==> src/rtl/core/lz78pd_pkg.sv <==
package lz78pd_pkg;

  localparam int LETTER_W = 8;
  localparam int PARENT_W = 12;

  // address width of a memory, at least one bit
  function automatic int addr_width(input int depth);
    addr_width = (depth > 1) ? $clog2(depth) : 1;
  endfunction

  typedef struct packed {
    logic [LETTER_W-1:0] letter;
    logic [PARENT_W-1:0] parent;
  } dict_entry_t;

endpackage

==> src/rtl/core/lz78pd_ram.sv <==
module lz78pd_ram #(
  parameter int WIDTH = 8,
  parameter int DEPTH = 64
) (
  input  logic                                   clk,
  input  logic                                   we,
  input  logic [lz78pd_pkg::addr_width(DEPTH)-1:0] waddr,
  input  logic [WIDTH-1:0]                       wdata,
  input  logic [lz78pd_pkg::addr_width(DEPTH)-1:0] raddr,
  output logic [WIDTH-1:0]                       rdata
);
  import lz78pd_pkg::*;

  logic [WIDTH-1:0] mem [DEPTH];

  always_ff @(posedge clk) begin
    if (we) begin
      mem[waddr] <= wdata;
    end
    rdata <= mem[raddr];
  end

endmodule

==> config.mk <==
export PLATFORM = sky130hd
export DESIGN_NAME = lz78pd_ram
export DESIGN_NICKNAME = d
export VERILOG_FILES = /design/src/rtl/core/lz78pd_pkg.sv /design/src/rtl/core/lz78pd_ram.sv
export SDC_FILE = /design/constraint.sdc
export NUM_CORES = 1
export LEC_CHECK = 0
export BUFFER_PORTS_ARGS = -buffer_cell sky130_fd_sc_hd__buf_4
export CORE_MARGIN = 3
export CORE_UTILIZATION = 50
export CTS_CLUSTER_SIZE = 28
export DETAILED_ROUTE_END_ITERATION = 10
export PLACE_DENSITY_LB_ADDON = 0.15
export SYNTH_ARGS = -nofsm -noshare
export SYNTH_HDL_FRONTEND = slang
export SYNTH_SLANG_ARGS = --single-unit
==> constraint.sdc <==
create_clock -name clk -period 2.33 [get_ports clk]
set_input_delay 0.466 -clock clk [delete_from_list [all_inputs] [get_ports clk]]
set_output_delay 0.466 -clock clk [all_outputs]
set_load 0.005 [all_outputs]
==> qor.yml, run 1 <==
mostFrequentLayoutCell: "edfxtp_1"
min_path_type: "in -> reg"
cts_made_buffers: 53
seqPwrFrac: 0.529
postLayoutSetupSlackWorst_ns: 0.320
rows: 72
reg2reg_slack_ns: 0.32
setup_tns_ns: 0
max_stage_delay_ns: 0.50
cts.path.max_buffers: 3
p_total_mw: 19.6
path_clk_slew_ns: 0.06
status: "finished, final reports clean"
dpl_worst_slack_ns: -0.284
cp-start-kind: "register"
endpoint_kind: "register"
synth_area_sq_mm: 0.0202
rsz0062_at_grt: "no"
die_height_um: 207
synthFlopType: "edfxtp_1"
grt_max_degree: 65
slew_viol_final: 0
area_growth_pct: 16.7
fin_nets: 1130
power-per-cell-area_mw_per_mm2: 835
worstHoldStart: "raddr[5]"
drive_gt1_frac: 0.331
routed_wl_um: 45500
drt_iter0_markers: 976
hold_end: "rdata[3]"
syn_nets: 962
finClkSkew_ns: 0.0191
r2r_end: "rdata[6]"
hold_depth: 2
ys_types: 40
antenna_found_initial: 0
hpwl_um: 28700
crit_fanout: 1
root_buffer: "clkbuf_16"
finalHoldViolations: 0
grt-ovfl-total: 0
fmax_mhz: 498
ir_drop_v: 0.000670
portBuffers: 29
cts.sinks: 520
drv_cap: 0
path_class: "reg -> reg"
internal_power_mw: 15.6
async_flop_share: 0
yosysWarnings: 0
place.gp.congestion: 0.811
cts_tree: "done"
diodes: 0
mostFrequentLayoutCells: "edfxtp_1, buf_4, mux4_2"
clk_latency_ns: 0.58
ys_seq_area_frac: 0.770
htree_num_levels: 2
routedWlPerCell_um: 27.3
drc: 0
cts_resized: 0
critPathArrivalTime_ns: 2.47
r2r-start: "mem[29][6]"
synth_top_area_share: 0.762
fin_crit_sh: 0.863
clockPowerShare: 0.417
required_ns: 2.79
worst_pin_slew_ns: 0.752
grt_pass1_vias: 10200
power.switching_mw: 4.01
leakage_nw: 7.66
sw_frac_of_total: 0.204
die_w_um: 207
start_util: 0.513
post_cts_buffers: 0
io-pin-count: 30
synth_edf_count: 512
firstDrtPassIters: 5
die_area_sq_mm: 0.0428
pwr-share-comb: 0.053
slew-limit-headroom: 0.499
syn_avg_cell_area_sq_um: 21.5
grtUsageTotal: 0.220
ys_ff_latch: 520
r2r_cells: 6
vias: 9973
crit_chain: "mux4_2 -> mux2_2 -> o221a_2 -> nor3_1 -> buf_4 -> o32ai_1"
cts_hold_buffers: 0
postRouteAntennaNets: 0
final.min_clock_period_ns: 2.01
cpMaxStageDelayCell: "mux4_2"
core-area_sq_mm: 0.0393
syn_inst: 940
setup_viol: 0
avgViaCountPerCell: 5.98
synth.area.top_cells: "edfxtp_1, mux4_2, nor2_1"
grt_pass1_wl_um: 67600
yosysTopAreaCell: "edfxtp_1"
[power groups by stage]
stage	clock [mW]	combinational (mW)	sequential, mW
finish	8.20	1.05	10.4
global route	8.73	1.12	10.4
detailed placement	0	1.06	10.6
CTS	8.37	1.07	10.4
global placement	0	1.05	10.6
floorplan	0	0.552	10.6
[cell usage after synthesis, types with 6 or more instances]
cell type and n:
nor2_1 83, mux2i_1 23, mux2_2 13, nand2b_1 7, nand3_1 13, buf_4 13
edfxtp_1 512, o22ai_1 8, nor2b_1 14, nand2_1 19, buf_2 11, o221ai_1 8
clkbuf_1 17, mux4_2 126, nor3_1 7, a221oi_1 6, dfxtp_1 8
[kinds of logic after synthesis]
| logic type | share of synthesized area |
|---|---|
| multiplexers | 0.159 |
| flip-flops | 0.770 |
| AND/OR/NAND/NOR | 0.0339 |
| buffers and inverters | 0.0157 |
| AO/OA/AOI/OAI | 0.0207 |
[stage by stage]
stage | hold slack (ns) | util | cells | cell area [sq um]
after floorplan | 0.565 | - | 940 | 20200
after global placement | 0.788 | 0.556 | 1571 | 21800
after detailed placement | 0.804 | 0.556 | 1571 | 21800
after CTS | 0.242 | 0.599 | 1668 | 23500
after global routing | 0.269 | 0.599 | 1668 | 23500
final | 0.272 | 0.599 | 1668 | 23500
[flip-flops by register name (all words and copies together), names as in the netlist]
register  flops
mem         512
rdata         8
[worst max-delay path, delay by kind of cell (launching register included)]
kind / cells / cell delay [ns]
AO/OA/AOI/OAI: 2 / 0.38
flip-flops: 1 / 0.37
AND/OR/NAND/NOR: 1 / 0.21
multiplexers: 2 / 0.79
buffers and inverters: 1 / 0.16
[worst max path at each step]
stage                     from        to  slack (ns)  cells past startpoint
floorplan             raddr[1]  rdata[3]        0.20                      7
global placement      raddr[0]  rdata[7]       -0.33                      6
detailed placement    raddr[0]  rdata[1]       -0.28                      7
CTS                 mem[29][6]  rdata[6]        0.31                      6
global route        mem[29][6]  rdata[6]        0.16                      6
finish              mem[29][6]  rdata[6]        0.32                      6
[final cells by class]
cell class	instances	area, sq um
Multi-Input combinational cell	369	4320
Clock inverter	31	268
Fill cell	2858	15700
Timing Repair Buffer	164	1350
Tap cell	518	648
Sequential cell	520	15500
Clock buffer	66	1420
[metal layers]
| layer | part of all wire | up-vias | track usage |
|---|---|---|---|
| li1 | - | 4262 | - |
| met1 | 0.42 | 5249 | 0.316 |
| met2 | 0.49 | 377 | 0.354 |
| met3 | 0.064 | 85 | 0.0320 |
| met4 | 0.028 | 0 | 0.0730 |
| met5 | 0 | - | 0 |
Power figures use the tool's default switching activity.
==> inputs of run 2 (changes only) <==
==> constraint.sdc (replaced) <==
create_clock -name clk -period 2.33 [get_ports clk]
set_input_delay 0 -clock clk [delete_from_list [all_inputs] [get_ports clk]]
set_output_delay 0 -clock clk [all_outputs]
set_load 0.005 [all_outputs]
==> qor.yml, run 2 (synthesis results as in run 1) <==
status: "complete, but fails checks"
violations: "hold timing"
reg.largest.list: "mem x512, rdata x8"
diodes: 0
grt-ovfl-total: 0
setup_viol: 0
firstDrtPassIters: 5
fin_crit_sh: 0.886
slew-limit-headroom: 0.489
finClkSkew_ns: 0.0253
start_util: 0.513
postRouteAntennaNets: 0
rsz0062_at_grt: "no"
endpoint_kind: "register"
largest_register: "mem"
die_area_sq_mm: 0.0428
required_ns: 2.79
place.gp.congestion: 0.838
drive_gt1_frac: 0.301
path_class: "reg -> reg"
postLayoutSetupSlackWorst_ns: 0.265
finalHoldViolations: 3
fin_nets: 1100
vias: 9866
routedWlPerCell_um: 27.6
die_height_um: 207
drv_cap: 0
nFillCells: 2891
cts_made_buffers: 52
mostFrequentLayoutCells: "edfxtp_1, mux4_2, buf_4"
hpwl_um: 27800
avgViaCountPerCell: 6.02
cp-start-kind: "register"
crit_fanout: 1
clk_latency_ns: 0.59
drt_iter0_markers: 833
grt_use_met2: 0.341
cts.path.max_buffers: 3
grtUsageTotal: 0.220
io-pin-count: 30
use_met1: 0.327
critPathArrivalTime_ns: 2.52
min_path_type: "in -> reg"
routed_wl_um: 45300
final.min_clock_period_ns: 2.06
root_buffer: "clkbuf_16"
largest_reg_flops: 512
area_growth_pct: 15.0
worst_pin_slew_ns: 0.766
grt.busiest_layer: "met2"
grt_max_degree: 65
fmax_mhz: 484
core-area_sq_mm: 0.0393
grt_pass1_wl_um: 67600
leakage_nw: 7.45
portBuffers: 29
mostFrequentLayoutCell: "edfxtp_1"
power-per-cell-area_mw_per_mm2: 829
holdWs_ns: -0.00750
drc: 0
cts_tree: "done"
grt_pass1_vias: 10200
final_util: 0.591
path_clk_slew_ns: 0.06
dpl_worst_slack_ns: 0.188
use_met3: 0.0340
setup_tns_ns: 0
die_w_um: 207
slew_viol_final: 0
ir_drop_v: 0.000666
htree_num_levels: 2
p_total_mw: 19.2
rows: 72
cts.sinks: 520
antenna_found_initial: 0
-- run 2: changes by cell type in the layout (fill, tap and decap cells not counted) --
cell / delta
bufinv_16: -3
clkinv_8: +1
dlygate4sd3_1: +9
clkinv_2: -1
clkbuf_8: -4
clkbuf_16: +1
buf_4: -34
clkinv_1: +1
buf_12: -4
clkbuf_1: +4
-- run 2: path summary, 6_finish.rpt --
check | startpoint | endpoint | slack, ns | cells past startpoint
max | mem[21][6] | rdata[6] | 0.27 | 5
min | wdata[4] | mem[40][4] | -0.008 | 1
max reg2reg | mem[21][6] | rdata[6] | 0.27 | 5
min reg2reg | mem[31][4] | rdata[4] | 0.84 | 3
-- run 2: cell type report --
type	count	area, sq um	share of cell area
clock buffer	67	1400	0.0604
clock inverter	29	193	0.00831
multi-input combinational	369	4320	0.186
sequential	520	15500	0.670
tap	518	648	0.0279
timing repair buffer	135	1100	0.0476
-- run 2: worst max-delay path, cell delays in order (launching register included) --
cell and delay, ns:
edfxtp_1 0.35, mux4_2 0.48, mux2_2 0.29, o221a_2 0.27, nor3_1 0.39, o32ai_1 0.16
-- run 2: power breakdown --
group | internal [mW] | switching [mW] | total, mW
Combinational | 0.412 | 0.600 | 1.01
Clock | 4.45 | 3.38 | 7.83
Sequential | 10.4 | 0.0360 | 10.4
-- run 2: layer usage --
metal | vias up | part of all wire
li1 | 4209 | -
met1 | 5248 | 0.44
met2 | 340 | 0.47
met3 | 69 | 0.064
met4 | 0 | 0.024
met5 | - | 0
-- run 2: per-stage QoR --
| stage | hold WS [ns] | area (sq um) | std cells |
|---|---|---|---|
| final | -0.00750 | 23200 | 1638 |
| after global routing | 0.00358 | 23200 | 1638 |
| after CTS | 0.00444 | 23200 | 1638 |
| after detailed placement | 0.402 | 21500 | 1533 |
| after global placement | 0.403 | 21500 | 1533 |
| after floorplan | 0.0989 | 20200 | 940 |
-- run 2: timing repair --
action / in CTS / in global routing
endpoints found under the hold margin: 148 / 0
gates resized for setup: 0 / 0
hold buffers: 9 / 0
buffers inserted: 0 / 0
